## config.mk

```make
export PLATFORM = sky130hd
export DESIGN_NAME = sound_triggered_mode_sequencer_core
export DESIGN_NICKNAME = d
export VERILOG_FILES = /design/src/stms_pkg.sv /design/src/stms_cfg_regs.sv /design/src/stms_peak.sv /design/src/stms_mode_fsm.sv /design/src/sound_triggered_mode_sequencer_core.sv
export VERILOG_INCLUDE_DIRS = /design/src /design/src/src
export SDC_FILE = /design/constraint.sdc
export NUM_CORES = 1
export LEC_CHECK = 0
export ABC_AREA = 1
export BUFFER_PORTS_ARGS = -buffer_cell sky130_fd_sc_hd__buf_2
export CAP_MARGIN = 20
export CELL_PAD_IN_SITES_DETAIL_PLACEMENT = 0
export CELL_PAD_IN_SITES_GLOBAL_PLACEMENT = 1
export CORE_ASPECT_RATIO = 0.6
export CORE_MARGIN = 5
export CORE_UTILIZATION = 41
export CTS_CLUSTER_SIZE = 25
export DETAILED_ROUTE_END_ITERATION = 7
export GPL_TIMING_DRIVEN = 1
export PLACE_DENSITY_LB_ADDON = 0.1
export SETUP_SLACK_MARGIN = 0.3
export SYNTH_ARGS = -nofsm -noshare
export SYNTH_HDL_FRONTEND = slang
export SYNTH_SLANG_ARGS = --single-unit
```

## constraint.sdc

```tcl
create_clock -name i_clk -period 4.9 [get_ports i_clk]
set_input_delay 0.49 -clock i_clk [delete_from_list [all_inputs] [get_ports i_clk]]
set_output_delay 0.49 -clock i_clk [all_outputs]
set_load 0.02 [all_outputs]
```

## src/sound_triggered_mode_sequencer_core_assert.svh

```systemverilog
// ----------------------------------------------------------------------------
// sound triggered mode sequencer - assertion macros
// concurrent checks, left out of synthesis builds
// ----------------------------------------------------------------------------
`ifndef SOUND_TRIGGERED_MODE_SEQUENCER_CORE_ASSERT_SVH
`define SOUND_TRIGGERED_MODE_SEQUENCER_CORE_ASSERT_SVH

`ifndef SYNTHESIS

// property must hold at every clock edge out of reset
`define STMS_ASSERT(label, clk, rst_n, prop, msg) \
    label: assert property (@(posedge clk) disable iff (!rst_n) (prop)) else $error(msg);

// antecedent in one cycle implies consequent in the next
`define STMS_ASSERT_NEXT(label, clk, rst_n, ante, cons, msg) \
    label: assert property (@(posedge clk) disable iff (!rst_n) (ante) |=> (cons)) \
        else $error(msg);

`else

`define STMS_ASSERT(label, clk, rst_n, prop, msg)
`define STMS_ASSERT_NEXT(label, clk, rst_n, ante, cons, msg)

`endif

`endif

```

## src/stms_pkg.sv

```systemverilog
`timescale 1ns / 1ps
// ----------------------------------------------------------------------------
// stms_pkg
// shared types, register codes and reset values of the mode sequencer
// ----------------------------------------------------------------------------
package stms_pkg;

    localparam int STMS_TIME_BITS = 32;
    localparam int CFG_IDX_W      = 3;
    localparam int CFG_DATA_W     = 16;
    localparam int SAMPLE_W       = 16;
    localparam int NOW_W          = 32;
    localparam int FRAME_W        = 5;
    localparam int MODE_W         = 2;

    // register indexes of the configuration port
    localparam logic [CFG_IDX_W-1:0] REG_LOUD_LEVEL    = 3'd0;
    localparam logic [CFG_IDX_W-1:0] REG_DASH_DURATION = 3'd1;
    localparam logic [CFG_IDX_W-1:0] REG_HIDE_DURATION = 3'd2;
    localparam logic [CFG_IDX_W-1:0] REG_IDLE_PERIOD   = 3'd3;
    localparam logic [CFG_IDX_W-1:0] REG_DASH_PERIOD   = 3'd4;
    localparam logic [CFG_IDX_W-1:0] REG_HIDE_PERIOD   = 3'd5;

    localparam logic [CFG_DATA_W-1:0] RST_LOUD_LEVEL    = 16'd2500;
    localparam logic [CFG_DATA_W-1:0] RST_DASH_DURATION = 16'd2000;
    localparam logic [CFG_DATA_W-1:0] RST_HIDE_DURATION = 16'd3000;
    localparam logic [CFG_DATA_W-1:0] RST_IDLE_PERIOD   = 16'd180;
    localparam logic [CFG_DATA_W-1:0] RST_DASH_PERIOD   = 16'd45;
    localparam logic [CFG_DATA_W-1:0] RST_HIDE_PERIOD   = 16'd220;

    // frame ranges per mode
    localparam logic [FRAME_W-1:0] IDLE_FRM_LO = 5'd0;
    localparam logic [FRAME_W-1:0] IDLE_FRM_HI = 5'd9;
    localparam logic [FRAME_W-1:0] DASH_FRM_LO = 5'd10;
    localparam logic [FRAME_W-1:0] DASH_FRM_HI = 5'd19;
    localparam logic [FRAME_W-1:0] HIDE_FRM_LO = 5'd20;
    localparam logic [FRAME_W-1:0] HIDE_FRM_HI = 5'd24;

    typedef struct packed {
        logic [CFG_DATA_W-1:0] loud_level;
        logic [CFG_DATA_W-1:0] dash_duration;
        logic [CFG_DATA_W-1:0] hide_duration;
        logic [CFG_DATA_W-1:0] idle_period;
        logic [CFG_DATA_W-1:0] dash_period;
        logic [CFG_DATA_W-1:0] hide_period;
    } t_cfg;

    typedef struct packed {
        logic [MODE_W-1:0]  mode;
        logic [FRAME_W-1:0] frame;
        logic               show_frame;
    } t_result;

endpackage

```

## src/stms_cfg_regs.sv

```systemverilog
`timescale 1ns / 1ps
// ----------------------------------------------------------------------------
// stms_cfg_regs
// configuration register file, written through the index/data write port
// ----------------------------------------------------------------------------
module stms_cfg_regs (
    input  logic                           i_clk,
    input  logic                           i_rst_n,
    input  logic                           i_wr_en,
    input  logic [stms_pkg::CFG_IDX_W-1:0]  i_wr_index,
    input  logic [stms_pkg::CFG_DATA_W-1:0] i_wr_data,
    output stms_pkg::t_cfg                  o_cfg
);

    stms_pkg::t_cfg r_cfg;
    stms_pkg::t_cfg n_cfg;

    always_comb begin
        n_cfg = r_cfg;
        if (i_wr_en) begin
            unique case (i_wr_index)
                stms_pkg::REG_LOUD_LEVEL:    n_cfg.loud_level    = i_wr_data;
                stms_pkg::REG_DASH_DURATION: n_cfg.dash_duration = i_wr_data;
                stms_pkg::REG_HIDE_DURATION: n_cfg.hide_duration = i_wr_data;
                stms_pkg::REG_IDLE_PERIOD:   n_cfg.idle_period   = i_wr_data;
                stms_pkg::REG_DASH_PERIOD:   n_cfg.dash_period   = i_wr_data;
                stms_pkg::REG_HIDE_PERIOD:   n_cfg.hide_period   = i_wr_data;
                default:                     n_cfg = r_cfg;
            endcase
        end
    end

    always_ff @(posedge i_clk) begin
        if (!i_rst_n) begin
            r_cfg.loud_level    <= stms_pkg::RST_LOUD_LEVEL;
            r_cfg.dash_duration <= stms_pkg::RST_DASH_DURATION;
            r_cfg.hide_duration <= stms_pkg::RST_HIDE_DURATION;
            r_cfg.idle_period   <= stms_pkg::RST_IDLE_PERIOD;
            r_cfg.dash_period   <= stms_pkg::RST_DASH_PERIOD;
            r_cfg.hide_period   <= stms_pkg::RST_HIDE_PERIOD;
        end else begin
            r_cfg <= n_cfg;
        end
    end

    assign o_cfg = r_cfg;

endmodule

```

## src/stms_peak.sv

```systemverilog
`timescale 1ns / 1ps
// ----------------------------------------------------------------------------
// stms_peak
// running peak of sample magnitudes, cleared after each chunk
// ----------------------------------------------------------------------------
`include "sound_triggered_mode_sequencer_core_assert.svh"

module stms_peak (
    input  logic                                i_clk,
    input  logic                                i_rst_n,
    input  logic                                i_fire,
    input  logic signed [stms_pkg::SAMPLE_W-1:0] i_sample,
    input  logic                                i_chunk_end,
    output logic        [stms_pkg::SAMPLE_W-1:0] o_peak
);

    logic [stms_pkg::SAMPLE_W-1:0] r_run;
    logic [stms_pkg::SAMPLE_W-1:0] n_run;
    logic [stms_pkg::SAMPLE_W-1:0] mag;
    logic [stms_pkg::SAMPLE_W-1:0] cand;

    // most negative sample wraps to 0x8000, its true magnitude
    assign mag  = i_sample[stms_pkg::SAMPLE_W-1] ?
                  stms_pkg::SAMPLE_W'(~i_sample + 1'b1) : i_sample;
    assign cand = (mag > r_run) ? mag : r_run;

    always_comb begin
        n_run = r_run;
        if (i_fire) begin
            n_run = i_chunk_end ? '0 : cand;
        end
    end

    always_ff @(posedge i_clk) begin
        if (!i_rst_n) begin
            r_run <= '0;
        end else begin
            r_run <= n_run;
        end
    end

    assign o_peak = cand;

    `STMS_ASSERT(a_peak_bound, i_clk, i_rst_n, r_run <= 16'h8000, "running peak above full scale")

endmodule

```

## src/stms_mode_fsm.sv

```systemverilog
`timescale 1ns / 1ps
// ----------------------------------------------------------------------------
// stms_mode_fsm
// idle / dash / hide mode machine with per-mode frame countdown
// ----------------------------------------------------------------------------
`include "sound_triggered_mode_sequencer_core_assert.svh"

module stms_mode_fsm #(
    parameter int TIME_BITS = stms_pkg::STMS_TIME_BITS
) (
    input  logic                           i_clk,
    input  logic                           i_rst_n,
    input  logic                           i_eval,
    input  logic [stms_pkg::SAMPLE_W-1:0]   i_peak,
    input  logic [stms_pkg::NOW_W-1:0]      i_now_ms,
    input  stms_pkg::t_cfg                  i_cfg,
    output stms_pkg::t_result               o_result
);

    typedef enum logic [stms_pkg::MODE_W-1:0] {
        ST_IDLE = 2'd0,
        ST_DASH = 2'd1,
        ST_HIDE = 2'd2
    } t_mode;

    t_mode                          r_mode,  n_mode;
    logic [stms_pkg::FRAME_W-1:0]   r_frame, n_frame;
    logic [TIME_BITS-1:0]           r_start, n_start;
    logic [TIME_BITS-1:0]           r_last,  n_last;

    t_mode                          cur_mode;
    t_mode                          target;
    logic                           entered;
    logic                           show;
    logic                           sound;
    logic [TIME_BITS-1:0]           now;
    logic [TIME_BITS-1:0]           el_start;
    logic [TIME_BITS-1:0]           el_frame;
    logic [stms_pkg::CFG_DATA_W-1:0] period;
    logic [stms_pkg::FRAME_W-1:0]   first_f;
    logic [stms_pkg::FRAME_W-1:0]   last_f;

    function automatic logic [stms_pkg::FRAME_W-1:0] last_of(t_mode m);
        logic [stms_pkg::FRAME_W-1:0] f;
        unique case (m)
            ST_DASH: f = stms_pkg::DASH_FRM_HI;
            ST_HIDE: f = stms_pkg::HIDE_FRM_HI;
            default: f = stms_pkg::IDLE_FRM_HI;
        endcase
        return f;
    endfunction

    assign now      = TIME_BITS'(i_now_ms);
    assign el_start = now - r_start;
    assign el_frame = now - r_last;
    assign sound    = i_peak > i_cfg.loud_level;

    always_comb begin
        unique case (r_mode)
            ST_DASH: cur_mode = ST_DASH;
            ST_HIDE: cur_mode = ST_HIDE;
            default: cur_mode = ST_IDLE;
        endcase
    end

    always_comb begin
        unique case (cur_mode)
            ST_DASH: begin
                period  = i_cfg.dash_period;
                first_f = stms_pkg::DASH_FRM_LO;
                last_f  = stms_pkg::DASH_FRM_HI;
            end
            ST_HIDE: begin
                period  = i_cfg.hide_period;
                first_f = stms_pkg::HIDE_FRM_LO;
                last_f  = stms_pkg::HIDE_FRM_HI;
            end
            default: begin
                period  = i_cfg.idle_period;
                first_f = stms_pkg::IDLE_FRM_LO;
                last_f  = stms_pkg::IDLE_FRM_HI;
            end
        endcase
    end

    always_comb begin
        n_mode  = cur_mode;
        n_frame = r_frame;
        n_start = r_start;
        n_last  = r_last;
        entered = 1'b0;
        target  = cur_mode;
        show    = 1'b0;

        unique case (cur_mode)
            ST_DASH: begin
                if (el_start >= TIME_BITS'(i_cfg.dash_duration)) begin
                    entered = 1'b1;
                    target  = ST_HIDE;
                end else if (sound) begin
                    // fresh sound keeps the dash going
                    n_start = now;
                end
            end
            ST_HIDE: begin
                if (el_start >= TIME_BITS'(i_cfg.hide_duration)) begin
                    entered = 1'b1;
                    target  = ST_IDLE;
                end else if (sound) begin
                    entered = 1'b1;
                    target  = ST_DASH;
                end
            end
            default: begin
                if (sound) begin
                    entered = 1'b1;
                    target  = ST_DASH;
                end
            end
        endcase

        if (entered) begin
            n_mode  = target;
            n_start = now;
            n_last  = now;
            n_frame = last_of(target);
            show    = 1'b1;
        end else if (el_frame >= TIME_BITS'(period)) begin
            // count down and wrap inside the mode's frame range
            if (r_frame <= first_f || r_frame > last_f) begin
                n_frame = last_f;
            end else begin
                n_frame = r_frame - 1'b1;
            end
            n_last = now;
            show   = 1'b1;
        end
    end

    always_ff @(posedge i_clk) begin
        if (!i_rst_n) begin
            r_mode  <= ST_IDLE;
            r_frame <= stms_pkg::IDLE_FRM_HI;
            r_start <= '0;
            r_last  <= '0;
        end else if (i_eval) begin
            r_mode  <= n_mode;
            r_frame <= n_frame;
            r_start <= n_start;
            r_last  <= n_last;
        end
    end

    assign o_result.mode       = n_mode;
    assign o_result.frame      = n_frame;
    assign o_result.show_frame = show;

    `STMS_ASSERT(a_enter_shows, i_clk, i_rst_n, !(i_eval && n_mode != r_mode) || show, "mode change without frame show")
    `STMS_ASSERT_NEXT(a_frame_hold, i_clk, i_rst_n, i_eval && !show, $stable(r_frame), "frame moved without show")
    `STMS_ASSERT(a_frame_range, i_clk, i_rst_n, (r_mode == ST_IDLE && r_frame <= stms_pkg::IDLE_FRM_HI) || (r_mode == ST_DASH && r_frame >= stms_pkg::DASH_FRM_LO && r_frame <= stms_pkg::DASH_FRM_HI) || (r_mode == ST_HIDE && r_frame >= stms_pkg::HIDE_FRM_LO && r_frame <= stms_pkg::HIDE_FRM_HI), "frame outside mode range")

endmodule

```

## src/sound_triggered_mode_sequencer_core.sv

```systemverilog
`timescale 1ns / 1ps
// a chunk_end request goes through the input register, then the result register, to o_valid
// throughput: one request per cycle while o_stall is low; one pass from input to result register
// requests without chunk_end update the peak only and give no result
// an output stall backs up into o_stall only when a chunk_end request is waiting
// synchronous active-low reset: idle mode, frame 9, times and peak cleared, registers at defaults
// ----------------------------------------------------------------------------
// sound_triggered_mode_sequencer_core
// peak tracking of microphone samples driving an idle/dash/hide frame sequencer
// ----------------------------------------------------------------------------
`include "sound_triggered_mode_sequencer_core_assert.svh"

module sound_triggered_mode_sequencer_core #(
    parameter int TIME_BITS = stms_pkg::STMS_TIME_BITS
) (
    input  logic                                i_clk,
    input  logic                                i_rst_n,
    input  logic                                i_valid,
    output logic                                o_stall,
    input  logic signed [stms_pkg::SAMPLE_W-1:0] i_sample,
    input  logic                                i_chunk_end,
    input  logic        [stms_pkg::NOW_W-1:0]    i_now_ms,
    output logic                                o_valid,
    input  logic                                i_stall,
    output logic        [stms_pkg::MODE_W-1:0]   o_mode,
    output logic        [stms_pkg::FRAME_W-1:0]  o_frame,
    output logic                                o_show_frame,
    output logic        [stms_pkg::SAMPLE_W-1:0] o_chunk_peak,
    input  logic                                i_cfg_valid,
    output logic                                o_cfg_ready,
    input  logic        [stms_pkg::CFG_IDX_W-1:0] i_cfg_index,
    input  logic        [stms_pkg::CFG_DATA_W-1:0] i_cfg_data
);

    // input register
    logic                                r_in_valid;
    logic signed [stms_pkg::SAMPLE_W-1:0] r_in_sample;
    logic                                r_in_chunk_end;
    logic        [stms_pkg::NOW_W-1:0]    r_in_now;

    // result register
    logic                                r_out_valid;
    stms_pkg::t_result                   r_out_res;
    logic        [stms_pkg::SAMPLE_W-1:0] r_out_peak;

    logic                                in_accept;
    logic                                out_free;
    logic                                fire;
    logic                                eval;
    logic        [stms_pkg::SAMPLE_W-1:0] peak;
    stms_pkg::t_cfg                      cfg;
    stms_pkg::t_result                   res;

    assign out_free  = !r_out_valid || !i_stall;
    // a sample with no result moves on regardless of the output side
    assign fire      = r_in_valid && (!r_in_chunk_end || out_free);
    assign eval      = fire && r_in_chunk_end;
    assign o_stall   = r_in_valid && !fire;
    assign in_accept = i_valid && !o_stall;

    assign o_cfg_ready = 1'b1;

    stms_cfg_regs u_cfg (
        .i_clk      (i_clk),
        .i_rst_n    (i_rst_n),
        .i_wr_en    (i_cfg_valid && o_cfg_ready),
        .i_wr_index (i_cfg_index),
        .i_wr_data  (i_cfg_data),
        .o_cfg      (cfg)
    );

    stms_peak u_peak (
        .i_clk       (i_clk),
        .i_rst_n     (i_rst_n),
        .i_fire      (fire),
        .i_sample    (r_in_sample),
        .i_chunk_end (r_in_chunk_end),
        .o_peak      (peak)
    );

    stms_mode_fsm #(
        .TIME_BITS (TIME_BITS)
    ) u_fsm (
        .i_clk    (i_clk),
        .i_rst_n  (i_rst_n),
        .i_eval   (eval),
        .i_peak   (peak),
        .i_now_ms (r_in_now),
        .i_cfg    (cfg),
        .o_result (res)
    );

    always_ff @(posedge i_clk) begin
        if (!i_rst_n) begin
            r_in_valid  <= 1'b0;
            r_out_valid <= 1'b0;
        end else begin
            if (in_accept) begin
                r_in_valid <= 1'b1;
            end else if (fire) begin
                r_in_valid <= 1'b0;
            end
            if (eval) begin
                r_out_valid <= 1'b1;
            end else if (!i_stall) begin
                r_out_valid <= 1'b0;
            end
        end
    end

    always_ff @(posedge i_clk) begin
        if (in_accept) begin
            r_in_sample    <= i_sample;
            r_in_chunk_end <= i_chunk_end;
            r_in_now       <= i_now_ms;
        end
        if (eval) begin
            r_out_res  <= res;
            r_out_peak <= peak;
        end
    end

    assign o_valid      = r_out_valid;
    assign o_mode       = r_out_res.mode;
    assign o_frame      = r_out_res.frame;
    assign o_show_frame = r_out_res.show_frame;
    assign o_chunk_peak = r_out_peak;

    `STMS_ASSERT_NEXT(a_result_kept, i_clk, i_rst_n, r_out_valid && i_stall, r_out_valid, "stalled result dropped")
    `STMS_ASSERT(a_no_overwrite, i_clk, i_rst_n, !(eval && r_out_valid && i_stall), "result overwritten while stalled")

endmodule
```

==> impl_metrics.tcl <==
set metrics [dict create \
    outcome "finished, violations left" \
    failed_checks "setup timing" \
    dieArea_mm2 0.0471 \
    crit_family "simple AND/OR/NAND/NOR gates" \
    layout.nets 3012 \
    ys_ff_latch 258 \
    relSlewSlack_pct 27.4 \
    drive_gt1_share_pct 15.4 \
    fin_hold_ws_ns 0.0901 \
    start_util_pct 41.7 \
    critical_path_buf_inv_count 10 \
    final-setup-viol-count 76 \
    tritoncts "yes" \
    synth_edf_count 73 \
    first_global_vias 15400 \
    critical_path_arrival_ns 5.73 \
    layoutNonFillerInstCount 3372 \
    cts_root_buffer "clkbuf_16" \
    worstSkewPairLatency_ns 0.57 \
    syn2layout_area_growth_pct 21.3 \
    post_synth_and_or_nand_nor_area_fraction_pct 30.5 \
    syn_avg_cell_area_um2 6.71 \
    detailroute.via_count 16900 \
    synth_area_in_compound_gates_pct 10.6 \
    numCtsBuffers 28 \
    critical_path.max_fanout 8 \
    report.final.slew_viol_count 0 \
    synth_async_sr_flop_share_pct 0 \
    final_critical_path_setup_slack_ns -0.331 \
    ir_drop_mv 0.225 \
    power_per_cell_area_mw_per_mm2 326 \
    detail_route.iter0.violations 1279 \
    synth.cells.most_frequent "nand2_1, inv_1, nor2_1" \
    pin_count_of_the_biggest_net_entering_global_routing 130 \
    synth.lib_cells_used.distinct 53 \
    htree_num_levels 1 \
    clock-sinks 258 \
    ys_dominant_reg_cell "dfxtp_1" \
    unrepaired_setup_endpoints_after_global_routing "yes" \
    startpoint_type "flip-flop" \
    finalHoldViolations 0 \
    die_width_um 277 \
    wirelength_mm 59.5 \
    post_synthesis_sequential_area_ratio_pct 33.7 \
    core.rowCount 58 \
    path_class "reg2reg" \
    multiInputGateArea_mm2 0.0103 \
    design_power_total_w 0.00691 \
    globalRouteOverflowTotal 0 \
    stdcell_area_mm2 0.0212 \
    yosys.area.top_type "dfxtp_1" \
    chipHeight_um 170 \
    reg2reg_slack_ns -0.33 \
    yosys-mux-area-fraction_pct 0 \
    place_hpwl_mm 44.0 \
    routed_wire_length_per_instance_um 17.6 \
    crit_path_max_cell_delay_ns 0.40 \
    core_outline_area_mm2 0.0420 \
    netlist_area_mm2 0.0175 \
    final_period_minus_worst_setup_slack_ns 5.23 \
    fraction_of_the_mapped_netlist_area_in_adder_cells_pct 11.5 \
    min_path_type "in2reg" \
    timing.max_cap.violations 0 \
    worstMarginPinSlew_ns 1.09 \
    netlist_top_cells_area "dfxtp_1, nand2_1, edfxtp_1" \
    finalClockSkew_ns 0.0177 \
    io_pins 100 \
    critPathCaptureType "flip-flop" \
    detail_route.vias_per_cell 5.01 \
    worst_ep_required_time_ns 5.40 \
    place.gp.congestion 0.930 \
    highest_clock_rate_mhz 191 \
    drt_first_pass_iters 5 \
    synth_nets 2839 \
    synthDominantCellAreaShare_pct 21.2 \
    cp_slowest_cell "edfxtp_1" \
    leakage_nw 10.4 \
    drc 0 \
    antenna_cells 0 \
    post_synth_xor_area_fraction_pct 2.35 \
    share_of_the_clock_period_used_by_the_worst_path_after_layout_pct 107 \
    port_buffers 98 \
    fillers 4256 \
    syn-instance-count 2607 \
    grt.total_usage_pct 23.8 \
    clk_pin_slew_worst_paths_ns 0.07 \
    ff_latch_area_mm2 0.00590 \
    clock_tree.buffer_depth 3 \
    setup_total_negative_slack_ns -18.89 \
    critical-path-top-cell-by-count "buf_4" \
    main_combinational_cell_family_by_area_after_synthesis "simple AND/OR/NAND/NOR gates" \
    antenna_found_initial 1 \
    count_of_synthesis_stage_warnings_from_yosys 0 \
    postRouteAntennaNets 0 \
    yosysMostFrequentCell "nand2_1" \
    place_inst 3278 \
    placement.cell_area_mm2 0.0190 \
    grt_first_pass_wirelength_mm 89.2 \
]
through the flow:
step	util (%)	setup WS [ns]
after CTS	48.9	-0.154
after global routing	50.5	-0.614
final	50.5	-0.331
after floorplan	-	0.302
after detailed placement	45.3	-0.474
after global placement	45.3	-0.401
per-layer routing:
| metal | track usage (%) | part of all wire [%] |
|---|---|---|
| met5 | 0 | 0 |
| met1 | 38.8 | 53 |
| met3 | 3.92 | 7.5 |
| met2 | 33.5 | 38 |
| met4 | 2.68 | 1.2 |
registers in the layout, summed over array words and instances (netlist names), 2 cells and up:
register and count:
r_in_sample 16, o_mode 2, o_frame 5, u_fsm.r_start 32, u_fsm.r_frame 5, u_cfg.o_cfg 96, u_peak.r_run 16, u_fsm.r_last 32
o_chunk_peak 16, u_fsm.r_mode 2, r_in_now 32
power by group:
group          internal (W)  switching (W)
clock network       0.00134       0.000937
registers           0.00232      0.0000780
logic              0.000846        0.00139
total               0.00451        0.00241
logic make-up (layout without fill, tap and decap cells):
| group | after synthesis | after routing |
|---|---|---|
| adder cells (fa/ha/maj) | 159 | 159 |
| AND/OR/NAND/NOR | 1292 | 1292 |
| flip-flops | 258 | 258 |
| other | 1 | 1 |
| buffers and inverters | 523 | 718 |
| XOR/XNOR | 47 | 47 |
| AO/OA/AOI/OAI | 327 | 327 |
placed cells by master (no fill, tap or decap), drive strengths merged, types with 4 or more instances in the layout:
| master | n |
|---|---|
| xor2 | 41 |
| clkbuf | 45 |
| clkinv | 5 |
| nand2 | 726 |
| bufinv | 4 |
| nand3b | 34 |
| buf | 203 |
| nand4 | 29 |
| nor3 | 25 |
| ha | 157 |
| o21ai | 134 |
| o21a | 5 |
| and2 | 10 |
| a221oi | 17 |
| a211oi | 6 |
| xnor2 | 6 |
| o211ai | 20 |
| nand3 | 96 |
| dfxtp | 185 |
| edfxtp | 73 |
| nor2 | 366 |
| a21oi | 128 |
| o21bai | 5 |
| inv | 460 |
area by class of cell:
type	count	area share, %
Tap cell	570	3.36
Multi-Input combinational cell	1826	48.7
Sequential cell	258	27.8
Clock buffer	42	3.79
Inverter	460	8.26
Clock inverter	10	0.737
Timing Repair Buffer	206	7.44
timing repair:
action	4_1_cts	5_1_grt
setup endpoints to repair	79	79
setup buffers	21	13
gates cloned	3	5
hold buffers	0	0
pin swaps	18	26
gates resized for setup	112	133
endpoints found under the hold margin	0	0
worst paths after layout:
kind	startpoint	endpoint	depth (start not counted)
setup reg to reg	r_in_sample[2]	u_fsm.r_last[8]	34
setup / recovery	r_in_sample[2]	u_fsm.r_last[8]	34
hold reg to reg	u_cfg.o_cfg[36]	u_cfg.o_cfg[36]	2
hold / removal	i_now_ms[24]	r_in_now[24]	1
Power figures use the tool's default switching activity.
